===== config.mk =====
export PLATFORM = sky130hd
export DESIGN_NAME = smc_regfile
export DESIGN_NICKNAME = d
export VERILOG_FILES = /design/src/rtl/assert_macros.svh /design/src/rtl/smc_regfile.sv
export SDC_FILE = /design/constraint.sdc
export NUM_CORES = 1
export LEC_CHECK = 0
export BUFFER_PORTS_ARGS = -buffer_cell sky130_fd_sc_hd__buf_4
export CAP_MARGIN = 20
export CORE_ASPECT_RATIO = 0.5
export CORE_UTILIZATION = 45
export DETAILED_ROUTE_END_ITERATION = 8
export PLACE_DENSITY = 0.7
export SLEW_MARGIN = 20
export SYNTH_ARGS = -nofsm -noshare
export SYNTH_HDL_FRONTEND = slang
export SYNTH_SLANG_ARGS = --single-unit

===== constraint.sdc =====
create_clock -name clock -period 6.7 [get_ports clock]
set_clock_uncertainty 0.1 [all_clocks]
set_input_delay 1.005 -clock clock [delete_from_list [all_inputs] [get_ports clock]]
set_output_delay 1.005 -clock clock [all_outputs]
set_load 0.02 [all_outputs]

===== src/rtl/assert_macros.svh =====
// Assertion macros shared by the RTL
`ifndef ASSERT_MACROS_SVH
`define ASSERT_MACROS_SVH
`ifndef SYNTHESIS
`define SMC_ASSERT(label, clk, rst, prop) \
   label: assert property (@(posedge clk) disable iff (rst) prop) \
      else $error("smc assertion failed");
`define SMC_ASSERT_ALWAYS(label, clk, prop) \
   label: assert property (@(posedge clk) prop) else $error("smc assertion failed");
`else
`define SMC_ASSERT(label, clk, rst, prop)
`define SMC_ASSERT_ALWAYS(label, clk, prop)
`endif
`endif


===== src/rtl/smc_regfile.sv =====
// Register file memory with per-entry valid bits, one read and one write port
`timescale 1ns / 1ps
module smc_regfile (
   input  logic        clock,
   input  logic        reset,
   input  logic        rd_en,
   input  logic [2:0]  rd_addr,
   output logic [31:0] rd_data,
   input  logic        wr_en,
   input  logic [2:0]  wr_addr,
   input  logic [31:0] wr_data
);
   logic [31:0] mem_ff [8];
   logic [7:0]  vld_ff;
   logic [31:0] rd_data_ff;

   always_ff @(posedge clock) begin
      if (wr_en) begin
         mem_ff[wr_addr] <= wr_data;
      end
      if (rd_en) begin
         rd_data_ff <= vld_ff[rd_addr] ? mem_ff[rd_addr] : '0;
      end
   end

   always_ff @(posedge clock) begin
      if (reset) begin
         vld_ff <= '0;
      end else if (wr_en) begin
         vld_ff[wr_addr] <= 1'b1;
      end
   end

   assign rd_data = rd_data_ff;
endmodule


### Word level (Yosys, flattened, before mapping)

Memories as Yosys holds them, arrays and structs flattened. A register that Yosys moved wholly into a read port is not among the register bits.
Cells that the tools add are included.

| operators by class | value |
|---|---|
| magnitude comparators | 3 |
| multiplexer cells | 6 |
| bitwise logic cells | 1 |
| reductions and logical operators | 2 |

Operators with widths:

| operator | number |
|---|---|
| $lt 3x4->1 const B | 2 |
| $or 8x8->8 | 1 |
| $mux 1 | 4 |
| $bmux 1 s3 | 1 |
| $demux 1 s3 | 1 |
| $ge 3x1->1 const B | 1 |
| $logic_and 1x1->1 | 1 |
| $logic_not 1->1 | 1 |

| storage, ports and cells | value |
|---|---|
| register bits after elaboration | 8 |
| RAM bits | 256 |
| output and inout bits | 32 |
| word-level logic and storage cells | 14 |
| memories kept | 1 |

Memories:

| memory | words | bits a word | rd ports | clocked after Yosys merged registers in | write ports | line | text |
|---|---|---|---|---|---|---|---|
| mem_ff | 8 | 32 | 1 | 1 | 1 | smc_regfile.sv:13 | `logic [31:0] mem_ff [8];` |

### Longest topological paths before layout

| logic depth | value |
|---|---|
| word-level depth | 5 |
| depth in mapped cells | 5 |

### Least setup slack after synthesis

Ideal clock, no wire load.

| timing | value |
|---|---|
| kind | in2reg |
| start point | input port wr_addr[0] |
| end point | memory mem_ff[0][0] (enable) |
| setup time | 518 ps |
| arrival | 4,504 ps |
| path slack | 1,578 ps |
| stages | 1 |
| cells stage by stage | nor4b_1 |

RTL lines:

| what | line | text |
|---|---|---|
| start: declaration | smc_regfile.sv:10 | `input logic [2:0] wr_addr,` |
| end: declaration | smc_regfile.sv:13 |  |

No word-level cell before the write port.

### Worst setup path in the final report

| timing | value |
|---|---|
| start point | input port rd_addr[2] |
| end point | register rd_data_ff[24], in the netlist rd_data[24] (read register of mem_ff) (data pin) |

| on the way | value |
|---|---|
| word-level cells in the longest chain between the ends | 3 |

Ends and longest elaborated chain:

| what | line | text |
|---|---|---|
| start: declaration | smc_regfile.sv:7 | `input logic [2:0] rd_addr,` |
| $bmux 1 s3 | smc_regfile.sv:22 | `rd_data_ff <= vld_ff[rd_addr] ? mem_ff[rd_addr] : '0;` |
| $mux 1 (not written as such) | smc_regfile.sv:22 |  |
| $logic_not 1->1 (no source line) | -- |  |
| end: declaration | smc_regfile.sv:15 | `logic [31:0] rd_data_ff;` |

Several ways; a longest one is shown, not always the timed one. The select of a mux whose other input is x is not followed.
A chain may end at the register's enable or synchronous reset.

==> impl_metrics.tcl <==
set metrics [dict create \
    grt_antenna_before_repair 1 \
    rsz0062_at_grt "no" \
    grt_first_pass_wirelength_um 31200 \
    grt_overflow 0 \
    maxCapViolCount 0 \
    cp_max_fo 34 \
    worstMarginPinSlew_ns 1.01 \
    cts_max_path_buffers 3 \
    dieArea_mm2 0.0253 \
    h-tree-depth 1 \
    cts_buffers 27 \
    port_buffers 73 \
    antenna_cells 0 \
    final_nets 604 \
    wirelength_um 20400 \
    crit_top_cell "buf_4" \
    cts_num_sinks 296 \
    via_per_inst 5.30 \
    tns_ns 0 \
    cts_tree "built" \
    holdBufCountCts 0 \
    initialDrtViolationCount 414 \
    wl_per_cell_um 22.2 \
    power_density_mw_per_mm2 298 \
    crit_chain "buf_4 -> mux4_1 -> mux2i_4 -> buf_4 -> nor2_1" \
    setup_violations 0 \
    end_kind "register" \
    syn_inst 471 \
    syn_area_mm2 0.0111 \
    initial_core_util_pct 46.0 \
    slew_violations 0 \
    cp.required_ns 6.86 \
    dieWidth_um 224 \
    routabilityCongestion 0.664 \
    min_delay_worst_endpoint "vld_ff[0]$_SDFFE_PP0P_" \
    n_fill_cell 1805 \
    seq_area_mm2 0.00881 \
    multi_input_area_mm2 0.00216 \
    clk_latency_ns 0.53 \
    utilization_pct 53.5 \
    status "complete, no violations" \
    ir_drop_v 0.000147 \
    max-slew-margin-rel_pct 32.9 \
    hp-class "reg -> reg" \
    cts_root_buffer "clkbuf_16" \
    drive_gt1_share_pct 33.3 \
    ioPinCount 74 \
    grt_start_max_net_pins 66 \
    cp_slowest_stage_delay_ns 0.59 \
    crit_path_top_delay_cell "mux2i_4" \
    reg2reg_from "vld_ff[3]$_SDFFE_PP0P_" \
    layout_common_cells "edfxtp_1, buf_4, mux4_2" \
    r2r_cells 4 \
    yosysWarningCount 0 \
    cp_num_buf_inv 2 \
    cp_top_family "multiplexers" \
    vias 4861 \
    layout_min_cycle_time_ns 3.01 \
    worstPathArrival_ns 3.17 \
    worst_setup_path_start_kind "input pin" \
    cts_resized 0 \
    grt_usage_pct 16.7 \
    drc 0 \
    postCtsSetupRepairBufs 0 \
    ff2ff_setup_slack_ns 4.36 \
    path_clk_slew_ns 0.06 \
    whs_path_depth 2 \
    row_count 40 \
    die-height_um 113 \
    clock.fmax_mhz 332 \
    synth_nets 513 \
    reg2reg_to "rd_data[24]$_SDFFCE_PN0P_" \
    core_area_mm2 0.0241 \
    synth_area_per_cell_um2 23.5 \
    min_from "vld_ff[0]$_SDFFE_PP0P_" \
    first_pass_iters 5 \
    grt_pass1_vias 5193 \
    antenna_left 0 \
    critical_path_class "in -> reg" \
    ys_types 17 \
    ys_ff_latch 296 \
    areaGrowthSynthToFinish_pct 16.4 \
    holdWs_ns 0.367 \
    power_leakage_uw 0.00430 \
    period_share_pct 44.9 \
    dp_hpwl_um 10600 \
    yosysSeqAreaShare_pct 79.6 \
    final_common_cell "edfxtp_1" \
    hold_viol_final 0 \
]
[registers in the layout, indices dropped and copies added, names as in the netlist]
register and cells:
mem_ff 256, rd_data 32, vld_ff 8
[cell usage after synthesis (all sizes together)]
cell type	number	area share [%]
nor2	43	1.5
nor3b	1	0.068
nor4bb	2	0.18
o21ba	3	0.27
buf	19	1.4
clkbuf	2	0.068
mux4	66	13
nor4b	1	0.079
mux2i	33	3.1
dfxtp	8	1.4
nand2	2	0.068
and4b	2	0.18
edfxtp	288	78
nor3	1	0.045
[worst register-to-register path: cells and delay by family (launching register included)]
family                 cells  cell delay, ns
multiplexers               2            1.15
buffers and inverters      1            0.40
flip-flops                 1            0.31
AND/OR/NAND/NOR            1            0.11
[stage by stage]
step / setup slack (ns) / cells / power (uW) / instance area (um2)
6_report: 3.69 / 918 / 3840 / 12900
5_1_grt: 3.65 / 918 / 3960 / 12900
4_1_cts: 3.73 / 918 / 3870 / 12900
3_5_place_dp: 3.17 / 869 / 2370 / 12000
3_3_place_gp: 3.20 / 869 / 2360 / 12000
2_1_floorplan: 1.58 / 471 / 2280 / 11100
[cells by family after synthesis]
family                 after synthesis  synth area share [%]
multiplexers                        99                  16.6
AO/OA/AOI/OAI                        3                 0.271
flip-flops                         296                  79.6
buffers and inverters               21                  1.49
AND/OR/NAND/NOR                     52                  2.08
[cell type report]
| class | instances | share of cell area [%] |
|---|---|---|
| Sequential cell | 296 | 68.4 |
| Clock buffer | 31 | 5.36 |
| Timing Repair Buffer | 83 | 4.86 |
| Tap cell | 336 | 3.26 |
| Clock inverter | 18 | 1.43 |
| Multi-Input combinational cell | 154 | 16.7 |
[metal layers]
| metal | global-route usage (%) | wire, um |
|---|---|---|
| met2 | 27.9 | 10100 |
| met4 | 4.02 | 317 |
| met1 | 23.1 | 8670 |
| met5 | 0 | 11 |
| met3 | 2.88 | 1270 |
[report_power, final]
part | total (uW) | switching, uW | leakage [uW] | internal, uW
registers | 2110 | 17.1 | 0.00272 | 2100
clock network | 1510 | 625 | 0.000422 | 889
logic | 212 | 115 | 0.00116 | 96.8
total | 3840 | 757 | 0.00430 | 3080
[worst max path at each step]
stage                    start                        end  slack, ns  cells after the start
floorplan           wr_addr[0]     mem_ff[0][0]$_DFFE_PP_       1.58                      1
detailed placement  rd_addr[2]  rd_data[17]$_SDFFCE_PN0P_       3.17                      5
CTS                 rd_addr[2]  rd_data[24]$_SDFFCE_PN0P_       3.73                      5
global placement    rd_addr[2]  rd_data[23]$_SDFFCE_PN0P_       3.20                      5
global route        rd_addr[2]  rd_data[26]$_SDFFCE_PN0P_       3.65                      5
finish              rd_addr[2]  rd_data[24]$_SDFFCE_PN0P_       3.69                      5
Note: power is estimated with default switching activity, not from simulation.
