File: src/rtl/assert_macros.svh
// Assertion macros shared by the RTL
`ifndef ASSERT_MACROS_SVH
`define ASSERT_MACROS_SVH
`ifndef SYNTHESIS
`define SMC_ASSERT(label, clk, rst, prop) \
   label: assert property (@(posedge clk) disable iff (rst) prop) \
      else $error("smc assertion failed");
`define SMC_ASSERT_ALWAYS(label, clk, prop) \
   label: assert property (@(posedge clk) prop) else $error("smc assertion failed");
`else
`define SMC_ASSERT(label, clk, rst, prop)
`define SMC_ASSERT_ALWAYS(label, clk, prop)
`endif
`endif

File: src/rtl/smc_pkg.sv
// Shared types and constants of the stack machine core
`timescale 1ns / 1ps
package smc_pkg;
   localparam int STACK_DEPTH = 1024;
   localparam int SA_BITS     = 10;
   localparam int SP_BITS     = 11;
   localparam int PC_BITS     = 9;
   localparam int WORD_BITS   = 32;
   localparam int REG_BITS    = 3;

   localparam logic [31:0] SIO_OUT  = 32'd1;
   localparam logic [31:0] SIO_IN   = 32'd2;
   localparam logic [31:0] SIO_HALT = 32'd3;

   typedef enum logic [4:0] {
      OP_LIT = 5'd1, OP_RTN = 5'd2, OP_LOD = 5'd3, OP_STO = 5'd4, OP_CAL = 5'd5,
      OP_INC = 5'd6, OP_JMP = 5'd7, OP_JPC = 5'd8, OP_SIO = 5'd9, OP_NEG = 5'd10,
      OP_ADD = 5'd11, OP_SUB = 5'd12, OP_MUL = 5'd13, OP_DIV = 5'd14, OP_ODD = 5'd15,
      OP_MOD = 5'd16, OP_EQL = 5'd17, OP_NEQ = 5'd18, OP_LSS = 5'd19, OP_LEQ = 5'd20,
      OP_GTR = 5'd21, OP_GEQ = 5'd22
   } op_type;

   typedef enum logic [1:0] {
      FLT_NONE = 2'd0, FLT_DIV0 = 2'd1, FLT_ILLEGAL = 2'd2, FLT_RANGE = 2'd3
   } fault_type;

   typedef struct packed {
      logic        start;
      logic [31:0] num;
      logic [31:0] den;
   } div_req_type;

   typedef struct packed {
      logic        busy;
      logic        done;
      logic [31:0] quo;
      logic [31:0] rem;
   } div_rsp_type;
endpackage

File: src/rtl/smc_div.sv
// Iterative signed divider, one quotient bit per cycle, truncating
`timescale 1ns / 1ps
module smc_div (
   input  logic                 clock,
   input  logic                 reset,
   input  smc_pkg::div_req_type req,
   output smc_pkg::div_rsp_type rsp
);
   logic        busy_ff, done_ff, negq_ff, negr_ff;
   logic [4:0]  cnt_ff;
   logic [31:0] quo_ff, rem_ff, den_ff;
   logic [32:0] shifted, diff;

   assign shifted = {rem_ff, quo_ff[31]};
   assign diff    = shifted - {1'b0, den_ff};

   always_ff @(posedge clock) begin
      if (reset) begin
         busy_ff <= 1'b0;
         done_ff <= 1'b0;
         cnt_ff  <= '0;
      end else begin
         done_ff <= 1'b0;
         if (req.start) begin
            busy_ff <= 1'b1;
            cnt_ff  <= '0;
         end else if (busy_ff) begin
            cnt_ff <= cnt_ff + 5'd1;
            if (cnt_ff == 5'd31) begin
               busy_ff <= 1'b0;
               done_ff <= 1'b1;
            end
         end
      end
   end

   always_ff @(posedge clock) begin
      if (req.start) begin
         quo_ff  <= req.num[31] ? (32'd0 - req.num) : req.num;
         den_ff  <= req.den[31] ? (32'd0 - req.den) : req.den;
         rem_ff  <= '0;
         negq_ff <= req.num[31] ^ req.den[31];
         negr_ff <= req.num[31];
      end else if (busy_ff) begin
         if (!diff[32]) begin
            rem_ff <= diff[31:0];
            quo_ff <= {quo_ff[30:0], 1'b1};
         end else begin
            rem_ff <= shifted[31:0];
            quo_ff <= {quo_ff[30:0], 1'b0};
         end
      end
   end

   assign rsp.busy = busy_ff;
   assign rsp.done = done_ff;
   assign rsp.quo  = negq_ff ? (32'd0 - quo_ff) : quo_ff;
   assign rsp.rem  = negr_ff ? (32'd0 - rem_ff) : rem_ff;
endmodule

File: config.mk
export PLATFORM = sky130hd
export DESIGN_NAME = smc_div
export DESIGN_NICKNAME = d
export VERILOG_FILES = /design/src/rtl/assert_macros.svh /design/src/rtl/smc_pkg.sv /design/src/rtl/smc_div.sv
export SDC_FILE = /design/constraint.sdc
export NUM_CORES = 1
export LEC_CHECK = 0
export ABC_AREA = 1
export BUFFER_PORTS_ARGS = -buffer_cell sky130_fd_sc_hd__buf_2
export CAP_MARGIN = 5
export CORE_MARGIN = 3
export CORE_UTILIZATION = 44
export DETAILED_ROUTE_END_ITERATION = 8
export PLACE_DENSITY_LB_ADDON = 0.1
export SYNTH_ARGS = -nofsm -noshare
export SYNTH_HDL_FRONTEND = slang
export SYNTH_SLANG_ARGS = --single-unit
File: constraint.sdc
create_clock -name clock -period 5.4 [get_ports clock]
set_clock_uncertainty 0.15 [all_clocks]
set_input_delay 0.81 -clock clock [delete_from_list [all_inputs] [get_ports clock]]
set_output_delay 0.81 -clock clock [all_outputs]
set_load 0.02 [all_outputs]
# == Word-level counts from Yosys, hierarchy flattened ==
# Index checks and enable logic that the tools add are counted.
# classes
add_sub_neg,6
eq_ne,1
muxes,12
n_bitwise,2
reduce_logical,3
# op_table
cell,n
$mux 32,6
$sub 1x32->32 const A,4
$sub 33x32->33,1
$mux 31,1
$add 5x1->5 const B,1
$eq 5x5->1 const B,1
$mux 1,5
$reduce_or 3->1,1
$reduce_bool 2->1,1
$reduce_or 2->1,1
$not 1->1,1
$xor 1x1->1,1
# totals
ff_bits,105
output_inout_bits,66
word_cells,33

# == Depth between registers and ports, before layout ==
# Gate-level depths: netlist (run 1).
# logic_depth
ltp_word,4
depth_mapped,18
depth_no_buf,17

# == Worst setup path after synthesis (run 1) ==
# Ideal clock, no wire load.
# synth_path
path_type,register to output
from,reg rem_ff[0]
to,out rsp[28] (netlist name)
arrival_ps,1877
t_required_ps,4440
slack_ps,2563
path_stages_with_launch,11
path_buffers,0
path_cell_list,dfxtp_1 -> inv_1 -> ha_1 -> nand3_1 -> nor2_1 -> nand2_1 -> nor2_1 -> nand3_1 -> o21ai_0 -> nand2_1 -> xor2_1
# synth_rtl
item,line,text
start: declaration,smc_div.sv:11,"logic [31:0] quo_ff, rem_ff, den_ff;"
start signal: assignment,smc_div.sv:46,rem_ff <= diff[31:0];
start signal: assignment,smc_div.sv:49,rem_ff <= shifted[31:0];
end: declaration,smc_div.sv:7,output smc_pkg::div_rsp_type rsp

==> flow_metrics.tcl, run 1 <==
set metrics [dict create \
    fin_cells 1999 \
    die_x_um 156 \
    critical_path_class "register to output pin" \
    met2_usage_pct 40.8 \
    die_h_um 156 \
    cts_root_buf "clkbuf_16" \
    cts_tree "built" \
    post_cts_resized 0 \
    hold_class "register to register" \
    worstPathRequired_ns 4.44 \
    fin_total_pwr_mw 2.26 \
    gr-max-usage-layer "met2" \
    clockBufferDepth 2 \
    htree_levels 3 \
    reg2reg_slack_ns 2.12 \
    leakagePower_nw 6.04 \
    cp-start-kind "register" \
    period_share_pct 69.2 \
    postSynthAreaPerCell_um2 6.20 \
    numCtsBuffers 9 \
    peakVddDrop_mv 0.121 \
    clkLatencyLatePin_ns 0.36 \
    dp_hpwl_um 23300 \
    grtUsageMet1_pct 31.0 \
    synth.net_count 1709 \
    max_freq_ghz 0.267 \
    use_met3_pct 4.15 \
    post-route-drc-count 0 \
    ys_types 39 \
    slew_violations 0 \
    powerDensity_mw_per_mm2 204 \
    clock-sinks 105 \
    rsz0062_at_grt "false" \
    period_needed_ns 3.74 \
    portBuffers 132 \
    drv_cap 0 \
    ys_ff_latch 105 \
    dp_slack_ns 2.05 \
    wl_um 29100 \
    layout_setup_ws_ns 1.66 \
    drtAntennaViolNets 0 \
    setup_tns_ns 0 \
    coreArea_mm2 0.0220 \
    gr-total-overflow 0 \
    routed-via-count 10100 \
    max_slew_margin_pct 38.2 \
    ys_warn_count 0 \
    avgViaCountPerCell 5.03 \
    routedWlPerCell_um 14.5 \
    worstPathCellList "inv_1, ha_1, nand3_1, nor2_1, nand2_1, nor2_1, nand3_1, o21ai_0, nand2_1, xor2_1, buf_2" \
    cts-hold-fix-buffers 0 \
    cp_num_buf_inv 2 \
    placedCellCount 1982 \
    hold_ws_ns 0.323 \
    grt_pass1_wl_um 47400 \
    crit_slowest_cell "nor2_1" \
    netlist_area_mm2 0.00994 \
    dr.first_iter.drc_count 595 \
    path_delay_family "simple AND/OR/NAND/NOR gates" \
    first_pass_iters 5 \
    worstPathMaxFanout 4 \
    areaGrowthSynthToFinish_pct 11.5 \
    antenna_found_initial 5 \
    start_util_pct 45.1 \
    grt_max_degree 66 \
    grt_pass1_vias 9655 \
    syn_inst 1603 \
    status "finished, final reports clean" \
    layout.nets 1819 \
    io_pins 133 \
    grt_use_total_pct 24.0 \
    post-cts-setup-buffers 0 \
    synth-seq-area-share_pct 27.8 \
    gp_congestion 0.921 \
    end_kind "output pin" \
    hold_viol 0 \
    path_clk_slew_ns 0.08 \
    setup_viol 0 \
    dieArea_mm2 0.0244 \
    cpPeakStageDelay_ns 0.36 \
    drive_gt1_share_pct 10.1 \
    row_count 54 \
    worstMarginPinSlew_ns 0.925 \
    crit_arrival_ns 2.78 \
]
layer usage:
layer | up-vias | wire, µm
met5 | - | 69
met2 | 285 | 13600
li1 | 5197 | -
met4 | 10 | 836
met1 | 4512 | 12800
met3 | 54 | 1730
power breakdown:
| part | internal (mW) | switching (mW) |
|---|---|---|
| sequential | 0.924 | 0.0496 |
| combinational | 0.208 | 0.427 |
| clock | 0.320 | 0.328 |
logic make-up after synthesis:
group           count (synthesis)  synth area share, %
xor+xnor                      114                 10.0
buf+inv                       342                 13.3
compound gates                129                 7.12
simple gates                  874                 36.7
flops                         105                 27.8
fa+ha+maj                      39                 4.98
worst reg2reg max path, cell delays in order (launching register included):
cell,delay (ns)
edfxtp_1,0.36
inv_1,0.07
ha_1,0.22
fa_1,0.40
inv_1,0.09
nand3_1,0.06
nand2_1,0.22
nand2_1,0.09
nand2_1,0.12
nand2_1,0.06
nand2_1,0.13
nand2_2,0.10
nand2_2,0.08
nand2_1,0.06
nand2_2,0.62
o21ai_0,0.17
synth_stat cells, drive strengths merged:
master	number	area, µm²
nand2	537	2040
inv	304	1140
clkinv	2	7.51
nand4	25	156
nor3b	1	7.51
dfxtp	39	781
o21ai	74	382
nor2	143	542
xnor2	30	263
nand3	106	536
a21o	2	15.0
and2	7	43.8
or2	9	56.3
o31ai	7	52.6
nor4	3	18.8
buf	12	87.6
clkbuf	24	90.1
o21bai	2	15.0
xor2	84	736
nor3	35	195
nand3b	6	45.0
a31oi	7	43.8
and3	2	12.5
ha	38	475
edfxtp	66	1980
o211ai	6	45.0
a21oi	31	155
fa	1	20.0
sequential cells by signal, summed over array words and instances (netlist names):
name	count
busy_ff	1
rem_ff	32
den_ff	32
quo_ff	32
negq_ff	1
cnt_ff	5
done_ff	1
negr_ff	1
stage by stage:
step | instance area (µm²) | utilization (%)
after global placement | 10800 | 49.1
after floorplan | 9940 | -
after detailed placement | 10800 | 49.1
after CTS | 11100 | 50.3
final | 11100 | 50.3
after global routing | 11100 | 50.3
layout by cell type, fill, tap and decap left out, types with 3 or more instances in the layout:
master and count:
inv_1 304, or2_2 8, a21oi_1 31, nor3_2 4, clkbuf_16 9, o211ai_1 6, buf_2 132, nor4_1 3
nand3_1 105, nor2_1 139, nand2_2 5, a31oi_1 7, nand4_1 25, o21ai_1 3, ha_1 38, o31ai_1 7
xor2_1 84, dfxtp_1 39, nand2_1 531, o21ai_0 70, edfxtp_1 66, buf_4 3, nand3b_1 6, nor2_2 3
nor3_1 31, and2_1 7, xnor2_1 30
worst paths after layout:
kind / start / to / depth (start not counted)
worst max-delay path: rem_ff[0] / rsp[28] / 11
worst min-delay path: cnt_ff[4] / cnt_ff[4] / 2
worst max register to register: quo_ff[31] / quo_ff[0] / 15
worst min register to register: cnt_ff[4] / cnt_ff[4] / 2
layout make-up:
type	count	area (µm²)
fill	2327	10900
multi-input combinational	1156	5860
sequential	105	2760
inverter	306	1150
timing repair buffer	135	683
tap	280	350
clock buffer	10	229
clock inverter	6	48.8
antenna	1	2.50
Note: power is estimated with default switching activity, not from simulation.
==> run 2, diff against run 1 <==
==> constraint.sdc (replaced) <==
create_clock -name clock -period 3.2 [get_ports clock]
set_clock_uncertainty 0.15 [all_clocks]
set_input_delay 0.48 -clock clock [delete_from_list [all_inputs] [get_ports clock]]
set_output_delay 0.48 -clock clock [all_outputs]
set_load 0.02 [all_outputs]
==> run 2 against run 1 <==
Compared with the run above: register-to-register slack got worse by 1.8 ns; power up 76%; clock power rose by 88%; core utilization is 1.0 points higher; cell area is 2.1% higher; setup slack got worse by 1.5 ns; routed wire length is 1.8% higher.
==> flow_metrics.tcl, run 2 (same netlist as run 1, synthesis figures left out) <==
set metrics [dict create \
    power_frac_clock_pct 30.8 \
    setup_viol 0 \
    worstMarginPinSlew_ns 0.904 \
    reg_top3 "den_ff (32), quo_ff (32), rem_ff (32)" \
    max_slew_margin_pct 39.6 \
    critPathCapture "rsp[29]" \
    die_h_um 156 \
    swShare_pct 35.6 \
    cts_tree "built" \
    end_kind "output pin" \
    combPwrFrac_pct 28.2 \
    start_util_pct 45.1 \
    die_x_um 156 \
    hold_class "input pin to register" \
    slew_violations 0 \
    dp_hpwl_um 23800 \
    hold_ws_ns 0.153 \
    clock-sinks 105 \
    hold_viol 0 \
    cp-start-kind "register" \
    period_needed_ns 3.03 \
    dieArea_mm2 0.0244 \
    grt_pass1_vias 9725 \
    dr.first_iter.drc_count 690 \
    portBuffers 132 \
    gr-total-overflow 0 \
    grt_pass1_wl_um 47800 \
    antenna_found_initial 6 \
    seq_power_share_pct 41.0 \
    path_clk_slew_ns 0.08 \
    fin_cells 2013 \
    critical_path_class "register to output pin" \
    layout_commonest_cell "nand2_1" \
    leakagePower_nw 6.13 \
    worstPathMaxFanout 5 \
    coreArea_mm2 0.0220 \
    areaGrowthSynthToFinish_pct 13.8 \
    drv_cap 0 \
    r2r_start "quo_ff[31]" \
    utilization_pct 51.4 \
    fin_total_pwr_mw 3.96 \
    clkLatencyLatePin_ns 0.36 \
    gp_congestion 0.966 \
    powerDensity_mw_per_mm2 350 \
    status "finished, final reports clean" \
    power_switching_mw 1.41 \
    grt_max_degree 34 \
    first_pass_iters 5 \
    htree_levels 3 \
    wl_um 29600 \
    routed-via-count 10200 \
    crit_arrival_ns 2.40 \
    rsz0062_at_grt "false" \
    setup_tns_ns 0 \
    avgViaCountPerCell 5.07 \
    crit_start "rem_ff[2]" \
    cts-hold-fix-buffers 0 \
    io_pins 133 \
    r2r_cells 17 \
    r2r_end "rem_ff[11]" \
    clockBufferDepth 2 \
    reg2reg_slack_ns 0.34 \
    layout.nets 1833 \
    row_count 54 \
    final_cell_mix "527 x nand2_1, 302 x inv_1, 132 x nor2_1" \
    cts_root_buf "clkbuf_16" \
    drtAntennaViolNets 0 \
    grt_use_total_pct 24.1 \
    worstPathRequired_ns 2.57 \
    drive_gt1_share_pct 11.8 \
    cellInternalPower_mw 2.55 \
    peakVddDrop_mv 0.241 \
    post-route-drc-count 0 \
    numCtsBuffers 9 \
    routedWlPerCell_um 14.7 \
    placedCellCount 1994 \
    period_share_pct 94.8 \
    max_freq_ghz 0.330 \
]
[run 2: worst max-delay path: stages, from the launching register on]
cell and delay, ns:
dfxtp_1 0.33, inv_1 0.12, nand3_1 0.12, nor3_2 0.20, nand4_1 0.24, nor2_4 0.22, nand2_2 0.17, o21ai_4 0.24
o21ai_0 0.12, nand2_1 0.07, nand2_1 0.04, buf_2 0.15
[run 2: worst min path at each step]
| stage | to | depth (start not counted) | slack (ns) | start |
|---|---|---|---|---|
| 6_report | done_ff | 2 | 0.15 | reset |
| 5_1_grt | done_ff | 2 | 0.15 | reset |
| 4_1_cts | done_ff | 2 | 0.14 | reset |
| 3_5_place_dp | cnt_ff[4] | 2 | 0.31 | cnt_ff[4] |
| 3_3_place_gp | cnt_ff[4] | 2 | 0.30 | cnt_ff[4] |
| 2_1_floorplan | cnt_ff[4] | 2 | 0.29 | cnt_ff[4] |
[run 2: what timing repair did]
| action | CTS | global route |
|---|---|---|
| buffers inserted | 0 | 1 |
| pin swaps | 0 | 8 |
| resized for setup | 8 | 22 |
| endpoints found under the setup margin | 11 | 21 |
| cloned | 0 | 1 |
[run 2: power by group through the flow]
stage                     clock network, mW  registers, mW  logic [mW]
after floorplan                           0           1.64       0.731
after global routing                   1.29           1.64        1.24
after CTS                              1.24           1.62        1.11
final                                  1.22           1.63        1.12
after global placement                    0           1.65        1.10
after detailed placement                  0           1.66        1.10
[run 2: metrics by stage]
step                area (µm²)  setup slack, ns
floorplan                 9940            0.693
global placement         10900            0.344
detailed placement       10900            0.234
CTS                      11200           0.0221
global route             11300          0.00900
finish                   11300            0.165
[run 2: layout make-up]
cell class              count  area, µm²
diodes                      1       2.50
clock buffers              10        229
clock inverters             6       78.8
fillers                  2319      10700
inverters                 306       1150
multi-input cells        1157       5950
flip-flops and latches    105       2760
well taps                 280        350
repair buffers            148        796
[run 2: routing by layer]
layer  global-route usage [%]  share of wire, %  vias up
met2                     42.0                48      304
met4                     7.13               2.5       10
li1                         -                 -     5215
met1                     31.4                44     4609
met5                        0              0.19        -
met3                     2.99               5.4       62
